**config.mk**
```make
export PLATFORM = sky130hd
export DESIGN_NAME = audio_dac_serial_config_sequencer
export DESIGN_NICKNAME = d
export VERILOG_FILES = /design/src/design/adsc_pkg.sv /design/src/design/adsc_step.sv /design/src/design/audio_dac_serial_config_sequencer.sv
export SDC_FILE = /design/constraint.sdc
export NUM_CORES = 1
export LEC_CHECK = 0
export ABC_CLOCK_PERIOD_IN_PS = 5300
export BUFFER_PORTS_ARGS = -buffer_cell sky130_fd_sc_hd__buf_2
export CAP_MARGIN = 25
export CELL_PAD_IN_SITES_DETAIL_PLACEMENT = 0
export CELL_PAD_IN_SITES_GLOBAL_PLACEMENT = 1
export CORE_ASPECT_RATIO = 0.7
export CORE_MARGIN = 5
export CORE_UTILIZATION = 49
export DETAILED_ROUTE_END_ITERATION = 16
export PLACE_DENSITY = 0.93
export SETUP_SLACK_MARGIN = 0.05
export SLEW_MARGIN = 20
export SYNTH_ARGS = -nofsm -noshare
export SYNTH_HDL_FRONTEND = slang
export SYNTH_SLANG_ARGS = --single-unit
```
**constraint.sdc**
```tcl
create_clock -name clk -period 5.3 [get_ports clk]
set_input_delay 0.265 -clock clk [delete_from_list [all_inputs] [get_ports clk]]
set_output_delay 0.265 -clock clk [all_outputs]
set_load 0.02 [all_outputs]
```
**src/design/adsc_pkg.sv**
```systemverilog
// ----------------------------------------------------------------------------
// adsc_pkg
// Shared types, constants and helpers of the audio DAC serial config sequencer.
// ----------------------------------------------------------------------------
package adsc_pkg;

  // serial word geometry
  localparam int WORD_BITS    = 16;
  localparam int CHANNEL_BITS = 3;
  localparam int BIT_IDX_W    = $clog2(WORD_BITS + 1);
  localparam int BIT_SEL_W    = $clog2(WORD_BITS);

  // tick counter and configuration widths
  localparam int TICK_W  = 24;
  localparam int SHORT_W = 16;
  localparam int CFG_W   = 24;
  localparam int ADDR_W  = 3;

  // fixed serial words
  localparam logic [WORD_BITS-1:0] FIRST_WORD = WORD_BITS'(16'h0520);
  localparam logic [WORD_BITS-1:0] RATE_WORD  = WORD_BITS'(16'h0608);
  localparam int                   RATE_LSB   = 6;

  // pin vector layout: bit0 reset, bit1 latch, bit2 clock, bit3 data
  localparam logic [3:0] PIN_RST  = 4'b0001;
  localparam logic [3:0] PIN_LAT  = 4'b0010;
  localparam logic [3:0] PIN_CLK  = 4'b0100;
  localparam logic [3:0] PIN_DAT  = 4'b1000;
  localparam logic [3:0] PIN_NONE = 4'b0000;
  localparam logic [3:0] PIN_ALL  = 4'b1111;

  // register indexes of the configuration port
  localparam logic [ADDR_W-1:0] REG_RESET_LOW   = 3'd0;
  localparam logic [ADDR_W-1:0] REG_RESET_WAIT  = 3'd1;
  localparam logic [ADDR_W-1:0] REG_BIT_TICKS   = 3'd2;
  localparam logic [ADDR_W-1:0] REG_LATCH_TICKS = 3'd3;
  localparam logic [ADDR_W-1:0] REG_RESET_PULSE = 3'd4;

  // register reset values
  localparam logic [TICK_W-1:0]  RESET_LOW_DEF   = 24'd200000;
  localparam logic [TICK_W-1:0]  RESET_WAIT_DEF  = 24'd200000;
  localparam logic [SHORT_W-1:0] BIT_TICKS_DEF   = 16'd10;
  localparam logic [SHORT_W-1:0] LATCH_TICKS_DEF = 16'd10;
  localparam logic [TICK_W-1:0]  RESET_PULSE_DEF = 24'd100000;

  // command codes carried in the action field
  localparam logic [1:0] ACT_TICK  = 2'd0;
  localparam logic [1:0] ACT_START = 2'd1;
  localparam logic [1:0] ACT_RESET = 2'd2;

  // sample rate selections
  localparam logic [1:0] RATE_32K  = 2'd0;
  localparam logic [1:0] RATE_44K1 = 2'd1;
  localparam logic [1:0] RATE_48K  = 2'd2;
  localparam logic [1:0] RATE_BAD  = 2'd3;

  typedef enum logic [2:0] {
    PH_IDLE,
    PH_LOW,
    PH_WAIT,
    PH_BIT_LOW,
    PH_BIT_HIGH,
    PH_LATCH,
    PH_RSTP
  } phase_t;

  // configuration registers as seen by the sequencer
  typedef struct packed {
    logic [TICK_W-1:0]  reset_low_ticks;
    logic [TICK_W-1:0]  reset_wait_ticks;
    logic [SHORT_W-1:0] bit_ticks;
    logic [SHORT_W-1:0] latch_ticks;
    logic [TICK_W-1:0]  reset_pulse_ticks;
  } cfg_regs_t;

  // sequencer state
  typedef struct packed {
    phase_t                  phase;
    logic [TICK_W-1:0]       tick_count;
    logic [BIT_IDX_W-1:0]    bit_index;
    logic [WORD_BITS-1:0]    shift_word;
    logic [3:0]              pins;
    logic [CHANNEL_BITS-1:0] target;
    logic                    pending;
    logic [1:0]              rate_code;
    logic                    err;
  } seq_state_t;

  // a zero delay counts as one tick
  function automatic logic [TICK_W-1:0] at_least_one(input logic [TICK_W-1:0] v);
    return (v == '0) ? TICK_W'(1) : v;
  endfunction

  // sample rate selection to the two-bit code of the rate word
  function automatic logic [1:0] rate_to_code(input logic [1:0] rate);
    logic [1:0] code;
    case (rate)
      RATE_32K:  code = 2'd2;
      RATE_44K1: code = 2'd0;
      RATE_48K:  code = 2'd1;
      default:   code = 2'd1;
    endcase
    return code;
  endfunction

endpackage

```
**src/design/adsc_step.sv**
```systemverilog
// ----------------------------------------------------------------------------
// adsc_step
// Next-state logic of the pin sequencer for one tick or command.
// ----------------------------------------------------------------------------
module adsc_step import adsc_pkg::*; (
  input  seq_state_t              cur,
  input  cfg_regs_t               cfg,
  input  logic [1:0]              action,
  input  logic [CHANNEL_BITS-1:0] channel,
  input  logic [1:0]              sample_rate,
  output seq_state_t              nxt,
  output logic                    done
);

  logic                 is_idle;
  logic                 start_cmd;
  logic                 reset_cmd;
  logic                 expire;
  logic [BIT_IDX_W-1:0] idx_dec;
  logic [BIT_IDX_W-1:0] idx_dec2;
  logic                 last_bit;
  logic [TICK_W-1:0]    bit_load;
  logic [TICK_W-1:0]    latch_load;
  logic [WORD_BITS-1:0] rate_word;
  phase_t               phase_nxt;

  // command decode and counter expiry
  assign is_idle    = (cur.phase == PH_IDLE);
  assign start_cmd  = is_idle && (action == ACT_START);
  assign reset_cmd  = is_idle && (action == ACT_RESET);
  assign expire     = !is_idle && (cur.tick_count == TICK_W'(1));
  assign idx_dec    = cur.bit_index - BIT_IDX_W'(1);
  assign idx_dec2   = cur.bit_index - BIT_IDX_W'(2);
  assign last_bit   = (idx_dec == '0);
  assign bit_load   = at_least_one(TICK_W'(cfg.bit_ticks));
  assign latch_load = at_least_one(TICK_W'(cfg.latch_ticks));
  assign rate_word  = RATE_WORD | (WORD_BITS'(cur.rate_code) << RATE_LSB);

  // next phase
  always_comb begin
    phase_nxt = cur.phase;
    if (start_cmd) begin
      phase_nxt = PH_LOW;
    end else if (reset_cmd) begin
      phase_nxt = PH_RSTP;
    end else if (expire) begin
      case (cur.phase)
        PH_LOW:      phase_nxt = PH_WAIT;
        PH_WAIT:     phase_nxt = PH_BIT_LOW;
        PH_BIT_LOW:  phase_nxt = PH_BIT_HIGH;
        PH_BIT_HIGH: phase_nxt = last_bit ? PH_LATCH : PH_BIT_LOW;
        PH_LATCH:    phase_nxt = cur.pending ? PH_BIT_LOW : PH_IDLE;
        PH_RSTP:     phase_nxt = PH_IDLE;
        default:     phase_nxt = PH_IDLE;
      endcase
    end
  end

  assign done = expire && (((cur.phase == PH_LATCH) && !cur.pending) ||
                           (cur.phase == PH_RSTP));

  // counters, shift word and pin levels
  always_comb begin
    nxt       = cur;
    nxt.phase = phase_nxt;
    if (!is_idle) begin
      nxt.tick_count = cur.tick_count - TICK_W'(1);
    end
    if (start_cmd) begin
      nxt.target     = channel;
      nxt.rate_code  = rate_to_code(sample_rate);
      nxt.err        = (sample_rate == RATE_BAD);
      nxt.pending    = (sample_rate != RATE_BAD);
      nxt.pins       = PIN_NONE;
      nxt.tick_count = at_least_one(cfg.reset_low_ticks);
    end else if (reset_cmd) begin
      nxt.target     = channel;
      nxt.pins       = cur.pins & ~PIN_RST;
      nxt.tick_count = at_least_one(cfg.reset_pulse_ticks);
    end else if (expire) begin
      case (cur.phase)
        PH_LOW: begin
          nxt.pins       = PIN_ALL;
          nxt.tick_count = at_least_one(cfg.reset_wait_ticks);
        end
        PH_WAIT: begin
          nxt.shift_word = FIRST_WORD;
          nxt.bit_index  = BIT_IDX_W'(WORD_BITS);
          nxt.pins       = PIN_RST | PIN_LAT | (FIRST_WORD[WORD_BITS-1] ? PIN_DAT : PIN_NONE);
          nxt.tick_count = bit_load;
        end
        PH_BIT_LOW: begin
          nxt.pins       = cur.pins | PIN_CLK;
          nxt.tick_count = bit_load;
        end
        PH_BIT_HIGH: begin
          nxt.bit_index = idx_dec;
          if (!last_bit) begin
            nxt.pins = PIN_RST | PIN_LAT |
                       (cur.shift_word[idx_dec2[BIT_SEL_W-1:0]] ? PIN_DAT : PIN_NONE);
            nxt.tick_count = bit_load;
          end else begin
            nxt.pins       = (cur.pins | PIN_DAT) & ~PIN_LAT;
            nxt.tick_count = latch_load;
          end
        end
        PH_LATCH: begin
          nxt.pins = cur.pins | PIN_LAT;
          if (cur.pending) begin
            nxt.pending    = 1'b0;
            nxt.shift_word = rate_word;
            nxt.bit_index  = BIT_IDX_W'(WORD_BITS);
            nxt.pins       = PIN_RST | PIN_LAT | (rate_word[WORD_BITS-1] ? PIN_DAT : PIN_NONE);
            nxt.tick_count = bit_load;
          end
        end
        PH_RSTP: begin
          nxt.pins = cur.pins | PIN_RST;
        end
        default: begin
          nxt.pins = cur.pins;
        end
      endcase
    end
  end

endmodule

```
**src/design/audio_dac_serial_config_sequencer.sv**
```systemverilog
// ----------------------------------------------------------------------------
// audio_dac_serial_config_sequencer
// Tick-driven sequencer for the reset, latch, clock and data pins of a DAC.
// ----------------------------------------------------------------------------
// Every input transfer is one tick or a command and yields exactly one output
// transfer with the pin levels and status after that tick. The block takes one
// item per clock unless the output stalls: the phase, tick counter and shift
// word are computed combinationally into one output register, so in_tready is
// high whenever that register is empty or being taken in the same cycle. Each
// result is offered in the cycle after its input transfer. A start command
// runs the all-low and all-high reset phases, shifts 0x0520 MSB first, pulses
// latch, then sends 0x0608 with the rate code in bits 7..6 (skipped with
// rate_error set for an unsupported rate). A reset command pulses only the
// reset pin. Commands that arrive while a sequence runs count as plain ticks.
module audio_dac_serial_config_sequencer import adsc_pkg::*; (
  input  logic              clk,
  input  logic              rst_n,
  // configuration write port
  input  logic              cfg_we,
  input  logic [ADDR_W-1:0] cfg_addr,
  input  logic [CFG_W-1:0]  cfg_wdata,
  // input stream
  input  logic              in_tvalid,
  output logic              in_tready,
  input  logic [7:0]        in_tdata,   // [2:0] channel, [4:3] sample_rate
  input  logic [1:0]        in_tuser,   // [1:0] action
  // result stream
  output logic              out_tvalid,
  input  logic              out_tready,
  output logic [15:0]       out_tdata   // [0] pin_reset, [1] pin_latch,
                                        // [2] pin_clock, [3] pin_data,
                                        // [6:4] select, [7] busy_res,
                                        // [8] done_res, [9] rate_error
);

  cfg_regs_t   cfg_r;
  seq_state_t  state_r;
  seq_state_t  state_nxt;
  logic        done;
  logic        in_xfer;
  logic        out_valid_r;
  logic [15:0] out_data_r;
  logic [15:0] out_data_nxt;

  // configuration registers
  always_ff @(posedge clk) begin
    if (!rst_n) begin
      cfg_r.reset_low_ticks   <= RESET_LOW_DEF;
      cfg_r.reset_wait_ticks  <= RESET_WAIT_DEF;
      cfg_r.bit_ticks         <= BIT_TICKS_DEF;
      cfg_r.latch_ticks       <= LATCH_TICKS_DEF;
      cfg_r.reset_pulse_ticks <= RESET_PULSE_DEF;
    end else if (cfg_we) begin
      case (cfg_addr)
        REG_RESET_LOW:   cfg_r.reset_low_ticks   <= cfg_wdata[TICK_W-1:0];
        REG_RESET_WAIT:  cfg_r.reset_wait_ticks  <= cfg_wdata[TICK_W-1:0];
        REG_BIT_TICKS:   cfg_r.bit_ticks         <= cfg_wdata[SHORT_W-1:0];
        REG_LATCH_TICKS: cfg_r.latch_ticks       <= cfg_wdata[SHORT_W-1:0];
        REG_RESET_PULSE: cfg_r.reset_pulse_ticks <= cfg_wdata[TICK_W-1:0];
        default:         cfg_r <= cfg_r;
      endcase
    end
  end

  // handshake: the output register frees up when empty or taken
  assign in_tready = !out_valid_r || out_tready;
  assign in_xfer   = in_tvalid && in_tready;

  // one tick of the sequencer
  adsc_step u_step (
    .cur         (state_r),
    .cfg         (cfg_r),
    .action      (in_tuser),
    .channel     (in_tdata[CHANNEL_BITS-1:0]),
    .sample_rate (in_tdata[CHANNEL_BITS+1:CHANNEL_BITS]),
    .nxt         (state_nxt),
    .done        (done)
  );

  // sequencer state
  always_ff @(posedge clk) begin
    if (!rst_n) begin
      state_r.phase      <= PH_IDLE;
      state_r.tick_count <= '0;
      state_r.bit_index  <= '0;
      state_r.shift_word <= '0;
      state_r.pins       <= PIN_ALL;
      state_r.target     <= '0;
      state_r.pending    <= 1'b0;
      state_r.rate_code  <= '0;
      state_r.err        <= 1'b0;
    end else if (in_xfer) begin
      state_r <= state_nxt;
    end
  end

  // result packing
  assign out_data_nxt = {6'd0, state_nxt.err, done, (state_nxt.phase != PH_IDLE),
                         state_nxt.target, state_nxt.pins};

  // output register
  always_ff @(posedge clk) begin
    if (!rst_n) begin
      out_valid_r <= 1'b0;
    end else if (in_tready) begin
      out_valid_r <= in_tvalid;
    end
  end

  always_ff @(posedge clk) begin
    if (in_xfer) begin
      out_data_r <= out_data_nxt;
    end
  end

  assign out_tvalid = out_valid_r;
  assign out_tdata  = out_data_r;

endmodule

```
# Yosys cells after proc, flatten, opt, wreduce, memory -nomap -nowiden
# Cells that the tools add are included.
# word_totals
mem_bits_rw	0
register_bits	174
latchBits	0
romBits	0
memories	0
# op_classes
reduce_logical	35
order_cmp	1
eq_ne	18
bitwise	2
n_mux	33
div	0
addsub	3
shift	0
n_mul	0
# op_table
cell	n
$mux 24	7
$mux 49	2
$pmux 24 s4	1
$logic_not 24->1	3
$logic_not 16->1	2
$mux 16	2
$pmux 16 s2	1
$eq 24x1->1 const B	1
$pmux 4 s6	1
$sub 24x1->24 const B	1
$mux 3	5
$pmux 3 s5	1
$pmux 5 s3	1
$eq 3x2->1 const B	4
$eq 3x3->1 const B	4
$mux 4	3
$reduce_and 2->1	6
$reduce_and 6->1	2
$mux 8	1
$eq 3x1->1 const B	2
$logic_and 1x1->1	6
$logic_not 3->1	2
$reduce_bool 2->1	3
$reduce_bool 3->1	2
other kinds (18)	29

# Longest topological paths before layout
# Gate-level depths: netlist of run 1.
# logic_depth
ltp_word	9
depth_mapped	11
mapped_depth_nobuf	9

# Hierarchy
# From an unflattened synthesis of run 1, not the netlist that was laid out.
# unflattened
cells_unflattened	1121
hier_area_um2	9110.0
# modules_own_cells
mod	seq_area_each_um2	instances	area_each_um2	cells_per_inst
audio_dac_serial_config_sequencer	3583.4	1	6199.7	655
adsc_step	0.0	1	2910.3	466

# Worst setup path before layout of run 1
# No wires, ideal clock.
# synth_path
path_type	reg2reg
start	register state_r[36] (netlist bit)
end	register state_r[32] (netlist bit)
required_ps	5143
path_slack_ps	2574
arrival_ps	2570
synth_period_minus_slack_ps	2726
path_buffers	1
stages_incl_launch_ff	9
cell_sequence	dfxtp_1 or4_4 or4b_4 or3_4 buf_2 nor2_4 nor2_1 a221oi_1 a211oi_1
# synth_via
elab_chain_cells	5
# synth_lines
element	line_no	rtl
start, declared	audio_dac_serial_config_sequencer.sv:37	seq_state_t state_r;
start signal, assigned	audio_dac_serial_config_sequencer.sv:93	state_r <= state_nxt;
$eq 24x1->1	adsc_step.sv:31	assign expire = !is_idle && (cur.tick_count == TICK_W'(1));
$logic_and 1x1->1	adsc_step.sv:31	
$mux 49	adsc_step.sv:80	end else if (expire) begin
$mux 24	adsc_step.sv:76	end else if (reset_cmd) begin
$mux 24	adsc_step.sv:69	if (start_cmd) begin
# Every way passes these cells.
# A chain may end at the register's enable or synchronous reset.

# Worst setup path after layout of run 1
# layout_path
start	register state_r[58] (netlist bit)
end	register state_r[55] (netlist bit)
# layout_via
elab_chain_cells	7
elab_cells_between_ends	17
classes_between	eq/ne (5); mux (6); reduce/logical (6)
# layout_lines
element	line_no	rtl
$logic_not 3->1	adsc_step.sv:28	assign is_idle = (cur.phase == PH_IDLE);
$mux 24	adsc_step.sv:66	if (!is_idle) begin
$mux 49	adsc_step.sv:109	if (cur.pending) begin
$pmux 24 s4	adsc_step.sv:81	case (cur.phase)
$mux 49	adsc_step.sv:80	
$mux 24	adsc_step.sv:76	
$mux 24 *	adsc_step.sv:69	
# Every way passes the cells marked *; elsewhere a longest branch is shown, timed or not. The select of a mux whose other input is x is not followed.

==> key figures, run 1 <==
Detailed routing
  – Vias: 7811
  – Post-DR wirelength/cell: 19.4 µm
  – Post-route DRC: 0
  – DRT antenna net count: 0
  – Routed wire length: 24900 µm
  – 1st-pass router iterations: 5
  – Vias per cell: 6.07
  – Number of DRC markers in iteration 0: 1163

Timing
  – Final hold vios: 0
  – Period utilisation layout: 61.1%
  – Slew headroom: 27.5%
  – Final Slew Violations: 0
  – RSZ-0062 raised after global routing: false
  – Setup_tns: 0 ns
  – Clk_skew: 0.0106 ns
  – Final min period: 3.24 ns
  – Setup Viol. Count Final: 0
  – Worst slew pin tran: 1.09 ns
  – Fmax: 0.309 GHz

GRT
  – Largest net degree at the start of global routing: 100
  – Vias in the first global route: 7133
  – First-pass GRT wire length: 39300 µm
  – Gr usage total: 25.6%
  – Overflow after GRT: 0
  – Antenna violations before repair: 0

Yosys
  – Number of synthesis warnings: 0
  – Distinct cell type count after synthesis: 71
  – Synth Instances: 1039
  – Leading register cell type out of synthesis: dfxtp_1
  – Synth Register Bits: 163
  – Share of synthesized registers carrying an async set or reset: 0%
  – Post-synth EDFFs: 10
  – Top cells by area, synth: dfxtp_1 (38%), nand2_1 (12%), a21boi_0 (8.2%)
  – Avg Inst Size Synth: 7.84 µm²
  – Synth area leader: dfxtp_1
  – Synth top area share: 37.6%
  – Post-synthesis sequential area ratio: 41.3%
  – Post-synth design cell area: 8150 µm²

Cells and area
  – Layout area overhead: 11.8%
  – Fill count: 1579
  – Most frequent cells in the layout: nand2_1 (268), dfxtp_1 (153), a21boi_0 (89)
  – Nets@finish: 1097
  – Commonest non-fill, non-tap cell in the layout: nand2_1
  – Share of post-route cells with drive strength above 1: 10.5%
  – Post-layout instance area: 9110 µm²
  – N_diodes: 0

CTS
  – Clk sinks: 163
  – CTS tree: built
  – Post-CTS sizing: 0
  – Post-CTS Setup Inserts: 0
  – Reg clk slew, reported paths: 0.07 ns
  – CTS root buf: clkbuf_16
  – Clk_lat worst skew: 0.43 ns
  – Clock buffer count from CTS: 17
  – Hold_buf cts: 0
  – CTS H-tree depth: 4
  – Clk buf depth: 2

Placement
  – PortBufs: 50
  – Hpwl dp: 17300 µm
  – Area after DPL: 8490 µm²
  – GP Congestion: 0.895

Setup path
  – Setup crit start: state_r[58]
  – CP Capture Point: state_r[55]
  – Crit-path max FO: 22
  – Worst r2r src: state_r[58]
  – Setup CP Type: flop to flop
  – WP data required: 5.66 ns
  – Worst R2R Path Depth: 7
  – Critical Path End Type: flop
  – R2r endpoint: state_r[55]
  – Crit path DAT: 3.60 ns
  – Startpoint Class: flop
  – FF-to-FF setup slack: 2.06 ns

Die
  – Initial core utilization: 50.0%
  – Num ports: 60
  – Cell Rows: 39
  – Core Area: 16300 µm²
  – Die Y: 118 µm
  – Die Width: 164 µm
  – Full die area: 19300 µm²

Worst hold path
  – Hold crit path type: input pin to flop

Status
  – Run status: finished, final reports clean

Power
  – VDD IR max: 0.000185 V
  – Leakage: 0.00331 µW
  – Power per Cell Area: 334 nW/µm²

Run
  – Max-cap violations: 0
[through the flow]
step                setup slack [ns]  hold WS, ns  util, %  power (µW)  cells
floorplan                       2.57        0.389        -        1630   1044
detailed placement              2.12        0.442     52.1        1760   1254
global route                    1.87       0.0916     55.9        3150   1287
CTS                             2.11       0.0710     55.8        3030   1286
global placement                2.15        0.449     51.9        1760   1252
finish                          2.06       0.0836     55.9        3040   1287
[cell usage after synthesis, drive strengths merged (7+ instances only)]
cell type,instances
or3,12
a211oi,7
buf,8
xnor2,9
a221oi,13
dfxtp,153
a222oi,14
edfxtp,10
a21boi,89
nor3,24
nor2,54
clkbuf,68
a21oi,27
a22oi,8
o21ai,54
o221ai,7
nand2b,7
nand2,268
nor2b,13
and3,12
inv,11
nor4,28
nand3,49
[report_power, final]
group	internal, µW	total, µW	switching [µW]
Clock	765	1290	527
Combinational	145	406	262
Sequential	1290	1340	51.5
[sequential cells by signal, indices dropped and copies added, names as in the netlist]
register / count
out_tvalid: 1
state_r: 48
out_tdata: 10
cfg_r: 104
[worst max-delay path, stage by stage, from the launching register on]
cell	delay, ns
dfxtp_1	0.80
nor3_1	0.23
or4b_4	0.61
or3_4	0.50
nor4_4	0.56
nand2_1	0.11
a31o_1	0.22
a21oi_1	0.13
[logic make-up (layout without fill, tap and decap cells)]
logic type,Yosys count,in the layout,synth area share (%)
and+or+nand+nor,495,495,27.8
AOI/OAI and AO/OA,267,267,23.3
DFF,163,163,41.3
buffers and inverters,87,105,4.32
xor gates and xnor gates,13,13,1.40
muxes,7,7,0.906
adders and majority gates,6,6,0.921
other,1,6,0.0460
[metal layers]
| layer | wire, µm | track usage, % |
|---|---|---|
| met1 | 11700 | 38.1 |
| met4 | 432 | 7.49 |
| met5 | 0 | 0 |
| met2 | 10400 | 35.5 |
| met3 | 2460 | 7.35 |
[worst min path at each step]
stage / start / to / slack, ns / depth (start not counted)
6_report: cfg_wdata[17] / cfg_r[73] / 0.08 / 3
5_1_grt: cfg_wdata[17] / cfg_r[73] / 0.09 / 3
4_1_cts: cfg_wdata[17] / cfg_r[73] / 0.07 / 3
3_5_place_dp: state_r[54] / state_r[54] / 0.44 / 2
3_3_place_gp: state_r[54] / state_r[54] / 0.45 / 2
2_1_floorplan: cfg_wdata[10] / cfg_r[10] / 0.39 / 2
[final cells by class]
| cell class | instances | area [µm²] | area share [%] |
|---|---|---|---|
| well taps | 225 | 282 | 3.09 |
| flip-flops and latches | 163 | 3360 | 36.9 |
| multi-input cells | 794 | 4460 | 48.9 |
| inverters | 11 | 41.3 | 0.453 |
| repair buffers | 62 | 350 | 3.85 |
| clock buffers | 23 | 499 | 5.48 |
| clock inverters | 9 | 116 | 1.28 |
(Power assumes the default switching activity.)
==> run 2: changes to the inputs <==
Settings changed: ABC_CLOCK_PERIOD_IN_PS 5300 to 3150, CORE_UTILIZATION 49 to 45, PLACE_DENSITY 0.93 to 0.87.
Clock period 5.3 ns to 3.15 ns, I/O delays scaled along.
==> key figures, run 2 (synthesized netlist as in run 1, its figures left out) <==
CTS
  – Clk sinks: 163 (unchanged)
  – CTS H-tree depth: 4 (unchanged)
  – Clock buffer count from CTS: 17 (unchanged)
  – Clk_lat worst skew: 0.43 ns (about the same)
  – Reg clk slew, reported paths: 0.07 ns (about the same)
  – CTS tree: built
  – CTS root buf: clkbuf_16
  – Clk buf depth: 2 (unchanged)

Die
  – Cell Rows: 41 (+5.1%)
  – Full die area: 20900 µm² (+8.2%)
  – Die Width: 171 µm (+4.1%)
  – Initial core utilization: 45.5% (-4.5 points)
  – Num ports: 60 (unchanged)
  – Die Y: 123 µm (+4.0%)
  – Core Area: 17900 µm² (+9.8%)

Timing
  – Setup_tns: 0 ns (unchanged)
  – Slew headroom: 33.7% (+6.2 points)
  – Final hold vios: 0 (unchanged)
  – Clk_skew: 0.00871 ns (-0.00192 ns)
  – Period utilisation layout: 93.3% (+32 points)
  – Final min period: 2.94 ns (-0.298 ns)
  – RSZ-0062 raised after global routing: false
  – Hold_ws: 0.00567 ns (-0.0779 ns)
  – Worst slew pin tran: 0.992 ns (-0.0951 ns)
  – Fmax: 0.340 GHz (+10%)
  – Setup Viol. Count Final: 0 (unchanged)
  – Final Slew Violations: 0 (unchanged)

Worst hold path
  – Hold-critical path depth: 3 (unchanged)
  – Hold_sp: cfg_wdata[23]
  – Hold crit path type: input pin to flop
  – Worst Hold Endpoint: cfg_r[103]

Cells and area
  – Max reg flops: 104 (unchanged)
  – Reg with most FFs: cfg_r
  – Fill count: 1716 (+8.7%)
  – N_diodes: 0 (unchanged)
  – Most frequent cells in the layout: nand2_1 (266), dfxtp_1 (153), a21boi_0 (89)
  – Layout area overhead: 14.7%
  – Nets@finish: 1129 (+2.9%)
  – Commonest non-fill, non-tap cell in the layout: nand2_1
  – Share of post-route cells with drive strength above 1: 12.9% (+2.4 points)
  – Area of the multi-input gates: 4480 µm² (+0.53%)
  – Reg area: 3360 µm² (unchanged)

Power
  – Power per Cell Area: 537 nW/µm² (+61%)
  – Leakage: 0.00346 µW (+4.3%)
  – VDD IR max: 0.000291 V (+57%)

Placement
  – GP Congestion: 0.910 (+1.7%)
  – Hpwl dp: 18200 µm (+5.4%)
  – PortBufs: 50 (unchanged)

Setup path
  – FF-to-FF setup slack: 0.21 ns (-1.85 ns)
  – R2r endpoint: state_r[55]
  – Setup crit start: state_r[47]
  – Worst R2R Path Depth: 8 (+1)
  – Critical Path End Type: flop
  – Crit-path max FO: 8 (-64%)
  – Worst r2r src: state_r[47]
  – Crit path DAT: 3.30 ns (-0.30 ns)
  – WP data required: 3.51 ns (-2.15 ns)
  – Startpoint Class: flop
  – Setup CP Type: flop to flop

GRT
  – Gr usage total: 25.3% (-0.33 points)
  – Antenna violations before repair: 0 (unchanged)
  – First-pass GRT wire length: 41200 µm (+4.8%)
  – Largest net degree at the start of global routing: 60 (-40%)
  – Overflow after GRT: 0 (unchanged)
  – Vias in the first global route: 7264 (+1.8%)

Detailed routing
  – Vias per cell: 5.97 (-1.7%)
  – Post-DR wirelength/cell: 19.7 µm (+1.8%)
  – DRT antenna net count: 0 (unchanged)
  – Number of DRC markers in iteration 0: 811 (-30%)
  – Routed wire length: 26200 µm (+5.2%)
  – Vias: 7935 (+1.6%)
  – 1st-pass router iterations: 7 (+2)
  – Post-route DRC: 0 (unchanged)

Run
  – Max-cap violations: 0 (unchanged)

Status
  – Run status: finished, final reports clean
-- run 2: per-layer routing --
layer	up-vias	global-route usage, %	wire [µm]
met5	-	0	0
met4	0	4.50	277
met3	28	6.73	2610
met2	357	35.6	10800
met1	3768	38.9	12500
li1	3782	-	-
-- run 2: final cells by class --
type / instances / share of cell area, %
Multi-Input combinational cell: 794 / 47.9
Sequential cell: 163 / 36.0
Timing Repair Buffer: 94 / 6.43
Clock buffer: 22 / 4.97
Tap cell: 236 / 3.16
Clock inverter: 10 / 1.07
Inverter: 11 / 0.442
-- run 2: per-stage QoR --
step	cell area, µm²	power (µW)	worst slack [ns]	utilization (%)	cells
3_3_place_gp	8640	2990	0.166	48.2	1284
2_1_floorplan	8170	2750	0.424	-	1044
3_5_place_dp	8640	3000	0.122	48.2	1284
4_1_cts	9270	5000	0.109	51.8	1323
5_1_grt	9350	5210	0.0759	52.2	1330
6_report	9350	5020	0.210	52.2	1330
-- run 2: timing repair --
| action | 4_1_cts | 5_1_grt |
|---|---|---|
| endpoints found under the setup margin | 0 | 9 |
| buffers inserted | 0 | 5 |
| hold endpoints to repair | 13 | 0 |
| hold buffers | 7 | 0 |
| resized for setup | 0 | 6 |
-- run 2: power by group --
part / switching [µW] / internal (µW) / total (µW)
registers: 78.2 / 2170 / 2250
logic: 468 / 276 / 744
clock network: 885 / 1140 / 2020
-- run 2: how the worst max path moves through the flow --
stage | endpoint | slack (ns)
finish | state_r[55] | 0.21
global route | state_r[55] | 0.08
CTS | state_r[39] | 0.11
detailed placement | state_r[39] | 0.12
global placement | state_r[47] | 0.17
floorplan | state_r[32] | 0.42
-- run 2: worst max-delay path: stages, from the launching register on --
cell,delay (ns)
dfxtp_1,0.36
or4_1,0.56
or4_4,0.58
or3_4,0.47
nor4_4,0.27
buf_4,0.20
nand2_1,0.07
a31o_1,0.22
a21oi_1,0.14
